**src/hdl/tcbdr_pkg.sv**
```systemverilog
package tcbdr_pkg;

    // Default array size
    localparam int DEF_MAX_COLS = 128;
    localparam int DEF_MAX_ROWS = 64;

    // Field widths
    localparam int OP_W       = 3;
    localparam int COORD_W    = 11;
    localparam int COLOUR_W   = 8;
    localparam int CELL_W     = 3 * COLOUR_W;
    localparam int COLS_W     = 8;
    localparam int ROWS_W     = 7;
    localparam int RECT_W     = 12;
    localparam int PROD_W     = COLS_W + ROWS_W;
    localparam int IN_TDATA_W  = 64;
    localparam int OUT_TDATA_W = 72;

    // Configuration port
    localparam int CFG_IDX_W  = 1;
    localparam int CFG_DATA_W = 8;
    localparam logic [CFG_IDX_W-1:0] REG_ACTIVE_COLS = 1'd0;
    localparam logic [CFG_IDX_W-1:0] REG_ACTIVE_ROWS = 1'd1;
    localparam logic [COLS_W-1:0] RST_ACTIVE_COLS = 8'd80;
    localparam logic [ROWS_W-1:0] RST_ACTIVE_ROWS = 7'd25;

    // Glyph written into lines freed by a scroll
    localparam logic [COLOUR_W-1:0] SPACE_GLYPH = 8'h20;

    typedef enum logic [OP_W-1:0] {
        OP_PUT    = 3'd0,
        OP_GET    = 3'd1,
        OP_SCROLL = 3'd2,
        OP_CLEAN  = 3'd3,
        OP_MARK   = 3'd4,
        OP_POP    = 3'd5
    } t_opcode;

    typedef struct packed {
        logic [6:0]                pad;
        logic [7:0]                scroll_lines;
        logic [COLOUR_W-1:0]       back_colour;
        logic [COLOUR_W-1:0]       fore_colour;
        logic [COLOUR_W-1:0]       glyph;
        logic signed [COORD_W-1:0] row;
        logic signed [COORD_W-1:0] col;
        logic [OP_W-1:0]           opcode;
    } t_in_item;

    typedef struct packed {
        logic [1:0]                pad;
        logic [RECT_W-1:0]         rect_height;
        logic [RECT_W-1:0]         rect_width;
        logic signed [COORD_W-1:0] rect_top;
        logic signed [COORD_W-1:0] rect_left;
        logic [COLOUR_W-1:0]       cell_back;
        logic [COLOUR_W-1:0]       cell_fore;
        logic [COLOUR_W-1:0]       cell_glyph;
    } t_out_item;

    // Which product the shared multiplier forms
    typedef enum logic [1:0] {
        MUL_NONE  = 2'd0,
        MUL_ADDR  = 2'd1,
        MUL_TOTAL = 2'd2,
        MUL_SHIFT = 2'd3
    } t_mul_sel;

    typedef struct packed {
        logic     load;
        t_mul_sel mul;
        logic     sweep_init;
        logic     sweep_copy;
        logic     sweep_run;
        logic     cell_write;
        logic     cell_read;
        logic     finish;
    } t_dp_cmd;

    typedef struct packed {
        t_opcode op;
        logic    sweep_done;
        logic    out_free;
        logic    rect_w_zero;
        logic    rect_h_zero;
    } t_dp_sts;

endpackage

```
**src/hdl/tcbdr_ctrl.sv**
```systemverilog
module tcbdr_ctrl import tcbdr_pkg::*; (
    input  logic    i_clk,
    input  logic    i_rst_n,
    input  logic    i_in_valid,
    output logic    o_in_ready,
    input  t_dp_sts i_sts,
    output t_dp_cmd o_cmd
);

    typedef enum logic [6:0] {
        S_CLEAR  = 7'b0000001,
        S_IDLE   = 7'b0000010,
        S_ADDR   = 7'b0000100,
        S_SHIFT  = 7'b0001000,
        S_ACCESS = 7'b0010000,
        S_SWEEP  = 7'b0100000,
        S_RESULT = 7'b1000000
    } t_state;

    t_state r_state;
    t_state n_state;

    always_ff @(posedge i_clk) begin
        if (!i_rst_n) begin
            r_state <= S_CLEAR;
        end else begin
            r_state <= n_state;
        end
    end

    always_comb begin
        n_state    = r_state;
        o_cmd      = '0;
        o_in_ready = 1'b0;
        unique case (r_state)
            S_CLEAR: begin
                o_cmd.sweep_run = 1'b1;
                if (i_sts.sweep_done) begin
                    n_state = S_IDLE;
                end
            end
            S_IDLE: begin
                o_in_ready = 1'b1;
                if (i_in_valid) begin
                    o_cmd.load = 1'b1;
                    n_state    = S_ADDR;
                end
            end
            S_ADDR: begin
                unique case (i_sts.op)
                    OP_PUT, OP_GET: begin
                        o_cmd.mul = MUL_ADDR;
                        n_state   = S_ACCESS;
                    end
                    OP_SCROLL: begin
                        o_cmd.mul = MUL_TOTAL;
                        n_state   = S_SHIFT;
                    end
                    OP_CLEAN: begin
                        o_cmd.mul        = MUL_TOTAL;
                        o_cmd.sweep_init = 1'b1;
                        n_state          = S_SWEEP;
                    end
                    default: begin
                        n_state = S_RESULT;
                    end
                endcase
            end
            S_SHIFT: begin
                o_cmd.mul        = MUL_SHIFT;
                o_cmd.sweep_init = 1'b1;
                o_cmd.sweep_copy = 1'b1;
                n_state          = S_SWEEP;
            end
            S_ACCESS: begin
                o_cmd.cell_write = (i_sts.op == OP_PUT);
                o_cmd.cell_read  = (i_sts.op == OP_GET);
                n_state          = S_RESULT;
            end
            S_SWEEP: begin
                o_cmd.sweep_run = 1'b1;
                if (i_sts.sweep_done) begin
                    n_state = S_RESULT;
                end
            end
            S_RESULT: begin
                // Hold until the output register can take the result
                if (i_sts.out_free) begin
                    o_cmd.finish = 1'b1;
                    n_state      = S_IDLE;
                end
            end
            default: begin
                n_state = S_CLEAR;
            end
        endcase
    end

endmodule

```
**config.mk**
```make
export PLATFORM = sky130hd
export DESIGN_NAME = tcbdr_ctrl
export DESIGN_NICKNAME = d
export VERILOG_FILES = /design/src/hdl/tcbdr_pkg.sv /design/src/hdl/tcbdr_ctrl.sv
export SDC_FILE = /design/constraint.sdc
export NUM_CORES = 1
export LEC_CHECK = 0
export BUFFER_PORTS_ARGS = -buffer_cell sky130_fd_sc_hd__buf_4
export CELL_PAD_IN_SITES_DETAIL_PLACEMENT = 0
export CELL_PAD_IN_SITES_GLOBAL_PLACEMENT = 2
export CORE_UTILIZATION = 23
export CTS_CLUSTER_DIAMETER = 50
export DETAILED_ROUTE_END_ITERATION = 8
export GPL_TIMING_DRIVEN = 0
export PLACE_DENSITY_LB_ADDON = 0.1
export SLEW_MARGIN = 20
export SYNTH_ARGS = -nofsm -noshare
export SYNTH_HDL_FRONTEND = slang
export SYNTH_SLANG_ARGS = --single-unit
```
**constraint.sdc**
```tcl
create_clock -name i_clk -period 1.85 [get_ports i_clk]
set_clock_uncertainty 0.2 [all_clocks]
set_input_delay 0.4625 -clock i_clk [delete_from_list [all_inputs] [get_ports i_clk]]
set_output_delay 0.4625 -clock i_clk [all_outputs]
set_load 0.01 [all_outputs]
```
==> run summary, run 1 <==
The number of max-cap violations is 0. The post-route cell area is 991 um2. In this run, synthesis inferred 0 flip-flops with an integrated enable. The type of the most critical hold path is input port to register. The detailed-route via count came out at 681.

The placed cell area came out at 748 um2. The peak fanout along the critical path came out at 3. The initial standard-cell utilization of the core came out at 25.5%. The adder-cell share of the synthesized area came out at 0%. After the last flow step, the layout net total stands at 117.

The per-cell routed wire length is 13.9 um. After synthesis, the largest family of logic cells by area is simple AND/OR/NAND/NOR gates. The power density over the cells is 931 nW/um2. The combinational share of power is 62.9%.

In this run the static leakage power is 0.376 nW. Leaving out fill and tap cells, the most frequent cell in the layout is buf_4. More flip-flops sit in one register than any other, and that register is r_state.

The last weighted congestion value of the routability-driven placer came out at 0.803. The number of clock sinks seen by CTS is 7. The number of nets produced by synthesis is 86. Setup violations remaining at the end of the flow were counted as 13. The checks that failed: setup timing. The dominant synthesized flop cell is dfxtp_1.

For the pin with the worst max-slew slack, the measured transition is 0.310 ns. The area share of the largest cell type after synthesis is 23.9%. The total of hold buffers inserted after clock tree synthesis is 0. The share of synthesized cell area in and, or, nand and nor gates came out at 46.6%. The number of endpoints with negative hold slack in the final report came out at 0.

STA classifies the critical path startpoint as a register. The net switching component of the power came out at 370 uW. The clock buffer count from CTS came out at 3. The global route total overflow came out at 0.

The time the final worst path needs with I/O delays and setup is 2.27 ns. After clock tree synthesis, the clock-pin slew on the worst setup and hold paths is 0.06 ns. The count of pins over their slew limit came to 0. Of the total power, registers draw 21.9%.

TritonCTS built the clock tree. The detailed router finished its first iteration with 11 violations. The clock network burns 15.1% of the power. The worst-case headroom to the max-slew limit came out at 79.2%. Summing the areas of all compound-gate instances in the mapped netlist gives 17.3% of the synthesized area.

The total power consumption of the routed design is 922 uW. The net switching fraction of the power is 40.2%. The run finished, with violations left. The register cell area after layout came out at 156 um2. The final clock period utilization by the worst path came out at 123%. In the layout the commonest cells are buf_4 (23), buf_6 (6), nor2_1 (5), nand2_1 (5), dfxtp_4 (4). The area used by multi-input combinational logic came out at 512 um2. After detailed routing, the total wire length is 1860 um. Sorting the synthesized cells by area gives the leading types as dfxtp_1 (24%), nor3_1 (6.8%), nor2_1 (5.1%).

The total of warnings raised by yosys came out at 0. Across all setup checks in the final design, the least slack found is -0.424 ns. The clock passes through at most 2 buffers.

The data arrival time at the worst-slack endpoint came out at 1.61 ns. After synthesis the netlist holds a flip-flop and latch count of 7. Pin placement for this block handled 20 I/O pins. The via count of the first global-routing pass is 571. The number of iterations in the first detailed-routing pass came out at 4. Counting every instance in the synthesized netlist gives 76.

Across every metal layer, demand over resource in global routing totals 14.0%. The flip-flop count of the largest register, all copies and words added is 7. The floorplan step set the die width to 52.5 um. The required arrival time at the worst endpoint came out at 1.19 ns.

Relative to the synthesized area, the layout overhead comes to 69.2%. The die extent in y is 52.5 um. The wire length of the first global-routing pass came out at 2770 um. The mux cell area share after synthesis came out at 0%. Of all cell types, the one taking the most synthesized area is dfxtp_1. The H-tree depth is 1. The count of port buffers added during placement is 17. In the final layout, the registers with the most flip-flops are r_state (7).

The number of inserted filler cells in the final layout is 237. Setup repair after global routing could not meet its margin everywhere. The worst setup path is captured at an output pin. Across the VDD grid, the largest voltage drop is 0.426 mV.

The mean area per synthesized cell came out at 7.70 um2. The fmax came out at 440 MHz. The number of core rows is 17.

The clock root buffer master is clkbuf_4. The count of nets left with antenna violations after detail routing came out at 0. After floorplanning, the core was sized to cover 2300 um2. The total half-perimeter wirelength after legalization and detailed placement came out at 1210 um. Cell internal power was estimated by the tool at 552 uW. The cell area that synthesis handed to floorplanning was 586 um2.

Entering global routing, the biggest net connects 10 pins. The antenna diode instance count came out at 0. The overall die area came out at 2750 um2.

The post-synthesis share of cell area spent on xor and xnor gates is 4.49%. The fraction of final layout cells sized beyond drive strength 1 is 58.5%. The fraction of registers with async set/reset came out at 0%. The class of the most critical setup path is register to output pin. For this run, design rule violations remaining after detail routing come to 0. The clock latency of the later-clocked register in the worst-skew pair is 0.26 ns. The mean number of vias per cell is 5.08. Synthesis instantiated 32 different standard cells from the library. For this run, the register share of the synthesized area comes to 23.9%. The number of antenna violations at the first check in global routing is 0.
==> layer usage <==
metal  vias up  track usage [%]  share of wire [%]
met5         -                0                  0
met4         0             1.32                  0
met2        24             22.6                 48
met1       319             17.6                 47
met3         0             6.09                5.1
li1        338                -                  -
==> cell families (layout without fill, tap and decap cells) <==
| kind of cell | count (synthesis) | count (layout) |
|---|---|---|
| DFF | 7 | 7 |
| AOI/OAI and AO/OA | 13 | 13 |
| xor gates and xnor gates | 3 | 3 |
| buffers and inverters | 8 | 38 |
| and+or+nand+nor | 45 | 45 |
==> synthesized netlist by cell type (all sizes together), types with 2 or more instances <==
cell type / n
nor3: 8
buf: 5
nand3b: 3
nand4: 3
xnor2: 2
nor3b: 3
a21oi: 4
nor4: 2
o211ai: 3
inv: 3
dfxtp: 7
nor2: 8
nand3: 2
nor2b: 2
nand2: 7
==> worst paths after layout <==
check / end / slack, ns / depth (start not counted) / from
max: o_cmd[1] / -0.42 / 5 / r_state[6]
min: r_state[3] / 0.20 / 2 / i_sts[4]
max reg2reg: r_state[0] / -0.16 / 6 / r_state[6]
min reg2reg: r_state[6] / 0.43 / 3 / r_state[4]
==> cell type report <==
type / instances / share of cell area [%]
plain buffers: 2 / 1.01
clock buffers: 4 / 2.65
flip-flops and latches: 7 / 15.8
inverters: 3 / 1.14
multi-input cells: 61 / 51.6
repair buffers: 29 / 24.2
well taps: 28 / 3.54
==> worst max-delay path, stage by stage (launching register included) <==
cell     delay [ns]
dfxtp_4        0.35
or4_4          0.54
nor2_2         0.09
nand4_1        0.12
nor2_1         0.12
buf_4          0.13
==> repair_timing <==
| action | 4_1_cts | 5_1_grt |
|---|---|---|
| cloned | 0 | 0 |
| pin swaps | 6 | 11 |
| endpoints found under the setup margin | 14 | 14 |
| setup buffers | 2 | 10 |
| resized for setup | 3 | 37 |
| endpoints found under the hold margin | 0 | 0 |
==> power by group through the flow <==
stage          logic (mW)  clock network [mW]  registers [mW]
5_1_grt             0.619               0.158           0.203
3_5_place_dp        0.380                   0           0.184
4_1_cts             0.364               0.144           0.211
3_3_place_gp        0.388                   0           0.183
2_1_floorplan       0.273                   0           0.182
6_report            0.581               0.140           0.202
==> metrics by stage <==
stage	instances	util [%]	TNS, ns	hold WS (ns)	setup slack, ns
finish	134	43.1	-3.18	0.202	-0.424
floorplan	76	-	-0.393	0.339	-0.158
global route	134	43.1	-4.15	0.198	-0.560
CTS	126	34.7	-4.03	0.202	-0.510
global placement	121	32.6	-2.51	0.466	-0.386
detailed placement	121	32.6	-2.50	0.465	-0.390
(Power assumes the default switching activity.)
==> inputs of run 2 (changes only) <==
--- a/config.mk
+++ b/config.mk
@@ -12,6 +12,7 @@
 export CTS_CLUSTER_DIAMETER = 50
 export DETAILED_ROUTE_END_ITERATION = 8
 export GPL_TIMING_DRIVEN = 0
+export MAX_ROUTING_LAYER = met4
 export PLACE_DENSITY_LB_ADDON = 0.1
 export SLEW_MARGIN = 20
 export SYNTH_ARGS = -nofsm -noshare
==> run summary, run 2 (synthesized netlist as in run 1, its figures left out) <==
The pre-CTS setup slack is -0.390 ns. The fraction of final layout cells sized beyond drive strength 1 is 58.5%. The fmax is 440 MHz. The die extent in y came out at 52.5 um. The number of max-cap violations came out at 0.

The flip-flop count of the largest register, all copies and words added came out at 7. The number of setup violations in the final report is 13. The count of pins over their slew limit came out at 0. The per-cell routed wire length came out at 13.8 um. The clock reaches the later pin of the worst-skew pair after 0.26 ns. The largest registers in the layout are r_state (7).

The required arrival time at the worst endpoint is 1.19 ns. The largest vdd supply drop is 0.426 mV. The clock buffer count from CTS is 3. The detailed-route via count is 685. On the critical path, the stage with the largest delay is an instance of or4_4. The most common library cell in the layout ignoring fill and taps is buf_4. The total half-perimeter wirelength after legalization and detailed placement came out at 1210 um.

The peak fanout along the critical path came out at 3. The final wirelength is 1850 um. Setup repair after global routing could not meet its margin everywhere. The number of clock sinks seen by CTS is 7. By startpoint and endpoint, the worst setup path is classified as register to output pin. The flow ran to the end, but the final reports show violations.

For this run, design rule violations remaining after detail routing come to 0. Walking the worst path, the cells encountered are or4_4 -> nor2_2 -> nand4_1 -> nor2_1 -> buf_4. Relative to the synthesized area, the layout overhead comes to 69.2%. The register with the most flip-flops in the final layout is r_state. The die is 52.5 um wide. The worst-margin pin slew is 0.309 ns. After floorplanning, the core was divided into 17 placement rows.

The number of endpoints with negative hold slack in the final report is 0. The clock root buffer master is clkbuf_4. The worst-case headroom to the max-slew limit is 79.2%. Counting tap cells, the placed design contains a total of 121 instances.

The CTS tree is done. The number of antenna violations at the first check in global routing came out at 0. The total area inside the core boundary comes to 2300 um2. The via count of the first global-routing pass came out at 570. In the global route stage, overall resource usage came out at 14.3%. The worst-case hold slack is 0.203 ns. The placed cell area is 748 um2. The worst setup path is captured at an output pin. The top-level port count is 20. CTS built an H-tree with a depth of 1. The final layout net count came out at 117. For this design the ratio of total power to cell area is 931 nW/um2.

The number of inserted filler cells in the final layout came out at 237. After clock tree synthesis, the clock-pin slew on the worst setup and hold paths is 0.06 ns. The number of DRC violations after detailed-routing iteration 0 is 11.

The global route total overflow is 0. The completed layout was analyzed and its total power is 923 uW. The highest cell delay on the worst timing path came out at 0.54 ns. The overall die area came out at 2750 um2. The count of placed standard cells in the final layout, fillers left out is 134. The final clock period utilization by the worst path came out at 123%.

Cells fill 43.1% of the core in the end. The number of antenna diodes in the final layout is 0. The mean number of vias per cell came out at 5.11. The final reports fail on setup timing. After routing the design area is 991 um2. The data arrival time at the worst-slack endpoint came out at 1.61 ns.

The static power due to leakage is 0.376 nW. Leaving out fill and tap cells, the most frequent cells in the layout are buf_4 (23), buf_6 (6), nor2_1 (5), nand2_1 (5), dfxtp_4 (4). The clock tree buffer depth came out at 2. Subtracting the final worst setup slack from the clock period gives 2.27 ns. The slack of the critical path is -0.424 ns. The tightest min-delay check is of the input port to register type. In the final timing run, aggregate negative setup slack is -3.18 ns. The count of buffers added on input and output ports is 17.

The count of nets left with antenna violations after detail routing came out at 0. The initial utilization of the core area, before any placement, comes to 25.5%. The last weighted congestion value of the routability-driven placer came out at 0.815.

The worst setup path is launched from a register. The number of iterations in the first detailed-routing pass is 5. Entering global routing, the biggest net connects 10 pins.

The first global-routing pass estimated 2770 um of wire.
run 2: cell counts in the layout (fill, tap and decap cells not counted):
No cell type changed its count.
run 2: power breakdown:
group	switching (mW)	total [mW]	leakage, nW	internal, mW
clock network	0.0573	0.140	0.0150	0.0824
logic	0.289	0.581	0.301	0.292
registers	0.0248	0.202	0.0599	0.177
total	0.371	0.923	0.376	0.552
run 2: area by class of cell:
cell class | count | area [um2] | area share (%)
clock buffers | 4 | 26.3 | 2.65
inverters | 3 | 11.3 | 1.14
multi-input cells | 61 | 512 | 51.6
flip-flops and latches | 7 | 156 | 15.8
repair buffers | 29 | 240 | 24.2
well taps | 28 | 35.0 | 3.54
plain buffers | 2 | 10.0 | 1.01
run 2: final timing paths:
path                    from         end  slack (ns)  cells after the start
setup / recovery  r_state[6]    o_cmd[1]       -0.42                      5
hold reg to reg   r_state[4]  r_state[6]        0.43                      3
setup reg to reg  r_state[6]  r_state[0]       -0.16                      6
hold / removal      i_sts[4]  r_state[3]        0.20                      2
run 2: critical path, delay by kind of cell (launching register included):
| family | cells | cell delay, ns |
|---|---|---|
| flip-flops | 1 | 0.35 |
| buffers and inverters | 1 | 0.13 |
| AND/OR/NAND/NOR | 4 | 0.87 |
run 2: repair_timing:
action,CTS,global route
pin swaps,6,11
setup buffers,2,10
resized for setup,3,37
setup endpoints to repair,14,14
hold buffers,0,0
run 2: per-layer routing:
| metal | global-route usage (%) | share of wire (%) | vias to the layer above |
|---|---|---|---|
| met5 | - | 0 | - |
| met2 | 22.6 | 48 | 28 |
| li1 | - | - | 337 |
| met4 | 1.32 | 0.54 | 0 |
| met1 | 17.6 | 46 | 318 |
| met3 | 6.09 | 5.5 | 2 |
==> inputs of run 3 (changes only) <==
--- a/config.mk
+++ b/config.mk
@@ -14,7 +14,10 @@
 export GPL_TIMING_DRIVEN = 0
 export MAX_ROUTING_LAYER = met4
 export PLACE_DENSITY_LB_ADDON = 0.1
+export RECOVER_POWER = 100
+export SETUP_SLACK_MARGIN = 0.1
 export SLEW_MARGIN = 20
 export SYNTH_ARGS = -nofsm -noshare
 export SYNTH_HDL_FRONTEND = slang
 export SYNTH_SLANG_ARGS = --single-unit
+export TNS_END_PERCENT = 20
==> run summary, run 3 (synthesized netlist as in run 1, its figures left out) <==
The static power due to leakage came out at 0.331 nW. The tool flagged a number of max-cap violations equal to 0. The final reports fail on setup timing. The register bank with the most flops is r_state. The mean number of vias per cell is 5.11. The area used by multi-input combinational logic is 433 um2. The total half-perimeter wirelength after legalization and detailed placement came out at 1200 um. The time the final worst path needs with I/O delays and setup came out at 2.34 ns. The count of cells in the finished layout, fillers not included, comes to 129. The H-tree depth came out at 1. For hold timing, the worst endpoint is r_state[4]. STA classifies the critical path endpoint as an output pin.

The first global-routing pass estimated 2780 um of wire. STA classifies the critical path startpoint as a register. Among all stages on the critical path, the largest delay is contributed by nor3_2. The clock passes through at most 2 buffers.

The pre-CTS setup slack is -0.364 ns. TritonCTS created 3 clock buffers. The worst-case hold slack is 0.211 ns. The CTS tree is done. The number of cells on the worst reg-to-reg path came out at 5. The largest vdd supply drop came out at 0.354 mV. After detailed routing, the average wire length per cell comes to 13.5 um.

The placed cell count is 121. The die extent in y is 52.5 um. The global route total overflow came out at 0. The top-level port count is 20.

The clock latency of the later-clocked register in the worst-skew pair came out at 0.25 ns. For this run, the total global-route usage over all layers was measured as 14.6%. The dominant cell type by count on the critical path is buf_4. The post-CTS clock slew at the launch and capture registers of the worst setup and hold paths came out at 0.05 ns. The overall die area came out at 2750 um2.

The fraction of final layout cells sized beyond drive strength 1 is 42.6%. The count of nets left with antenna violations once routing finished came out at 0. The depth of the worst hold-timing path is 2. The detailed-route DRC error count is 0.

The number of inserted filler cells in the final layout came out at 253. Summed over all failing endpoints, the final setup total negative slack is -3.88 ns. The total power consumption of the routed design came out at 765 uW.

The placeable core region came out at 2300 um2. The required arrival time at the worst endpoint is 1.19 ns. The capturing point of the worst reg2reg path is r_state[1]. The top cell types in the final layout, fill and taps aside, are buf_4 (23), nor2_1 (7), nor3_1 (7), nand2_1 (6), dfxtp_1 (5). The number of clock sinks seen by CTS is 7. The post-route cell area is 842 um2. 0 antenna diodes ended up in the layout.

The detailed-route via count came out at 659. Wires add up to 1740 um. The path class of the tightest hold or removal check is input port to register. The data arrival time at the worst-slack endpoint is 1.67 ns. The run finished, with violations left. The first TritonRoute pass finished after 4 iterations. For this run, the post-layout net count is 112. The highest cell delay on the worst timing path is 0.33 ns. The worst register-to-register path has a setup slack of -0.02 ns. Entering global routing, the biggest net connects 10 pins. The worst hold path begins at i_sts[5]. The number of endpoints with negative hold slack in the final report is 0. The class of the most critical setup path is register to output pin. The number of core rows came out at 17. The layout overhead on the synthesized area came out at 43.8%. The via count of the first global-routing pass is 574. Setup repair after global routing could not meet its margin everywhere. The first routing iteration left 23 violations. The worst-case headroom to the max-slew limit is 71.7%. The last weighted congestion value of the routability-driven placer is 0.815. The tree is rooted in a clkbuf_4. The overall die width is 52.5 um. Of all nets on the critical path, the largest fanout is 5. The startpoint identified for the worst register-to-register timing path is r_state[1]. The number of antenna violations at the first check in global routing is 0.

The register cell area after layout is 143 um2. The library cell used most frequently in the layout, excluding fill and tap cells, is buf_4. The placed cell area came out at 748 um2. The count of port buffers added during placement is 17.

The largest registers in the layout are r_state (7). The power density over the cells is 909 nW/um2. The initial standard-cell utilization of the core is 25.5%. Setup violations remaining at the end of the flow were counted as 12. The count of pins over their slew limit was 0.

The worst-margin pin slew came out at 0.421 ns. The signal on the critical path passes through buf_6 -> buf_4 -> nor3_2 -> and3_1 -> and2_1 -> buf_4. The flip-flop count of the largest register, all copies and words added is 7. The core occupancy in the finished layout is 36.7%. The slack of the critical path came out at -0.485 ns. The final clock period utilization by the worst path came out at 126%. The total of hold buffers inserted after clock tree synthesis is 0. The fmax is 428 MHz.
-- run 3: cell types whose count changed in the layout (fill, tap and decap cells not counted), moves of 2 or more --
cell,delta
nor2_2,-2
dfxtp_1,+3
nor3_1,+4
nor2_1,+2
nor2b_4,-2
nor3_2,-2
nor3_4,-2
buf_6,-5
dfxtp_4,-4
-- run 3: worst max-delay path, delay by kind of cell, from the launching register on --
| family | cells | cell delay, ns |
|---|---|---|
| AND/OR/NAND/NOR | 3 | 0.76 |
| buffers and inverters | 3 | 0.34 |
| flip-flops | 1 | 0.31 |
-- run 3: per-layer routing --
layer  global-route usage [%]  vias up  wire length (um)
li1                         -      330                 -
met3                     5.51        4               137
met4                     4.39        0                32
met5                        -        -                 0
met2                     22.2       31               789
met1                     17.9      294               777
-- run 3: worst max path at each step --
stage / to / start / slack [ns] / cells past startpoint
2_1_floorplan: o_cmd[1] / r_state[6] / -0.16 / 5
3_3_place_gp: o_cmd[5] / r_state[5] / -0.39 / 5
3_5_place_dp: o_cmd[5] / r_state[5] / -0.36 / 5
4_1_cts: o_cmd[1] / r_state[0] / -0.52 / 6
5_1_grt: o_cmd[1] / r_state[6] / -0.60 / 6
6_report: o_cmd[8] / r_state[6] / -0.49 / 6
-- run 3: cell type report --
cell class | instances | area share [%]
Tap cell | 28 | 4.16
Inverter | 3 | 1.34
Timing Repair Buffer | 22 | 19.6
Clock buffer | 4 | 3.12
Sequential cell | 7 | 16.9
Buffer | 4 | 3.42
Multi-Input combinational cell | 61 | 51.4
-- run 3: power breakdown --
group | leakage [nW] | switching, mW | total [mW] | internal (mW)
logic | 0.259 | 0.247 | 0.436 | 0.189
registers | 0.0572 | 0.0150 | 0.191 | 0.176
clock network | 0.0150 | 0.0564 | 0.139 | 0.0823
total | 0.331 | 0.318 | 0.765 | 0.447
-- run 3: what timing repair did --
item / 4_1_cts / 5_1_grt
pin swaps: 6 / 4
setup endpoints to repair: 15 / 15
buffers inserted: 4 / 1
resized for setup: 8 / 5
endpoints found under the hold margin: 0 / 0
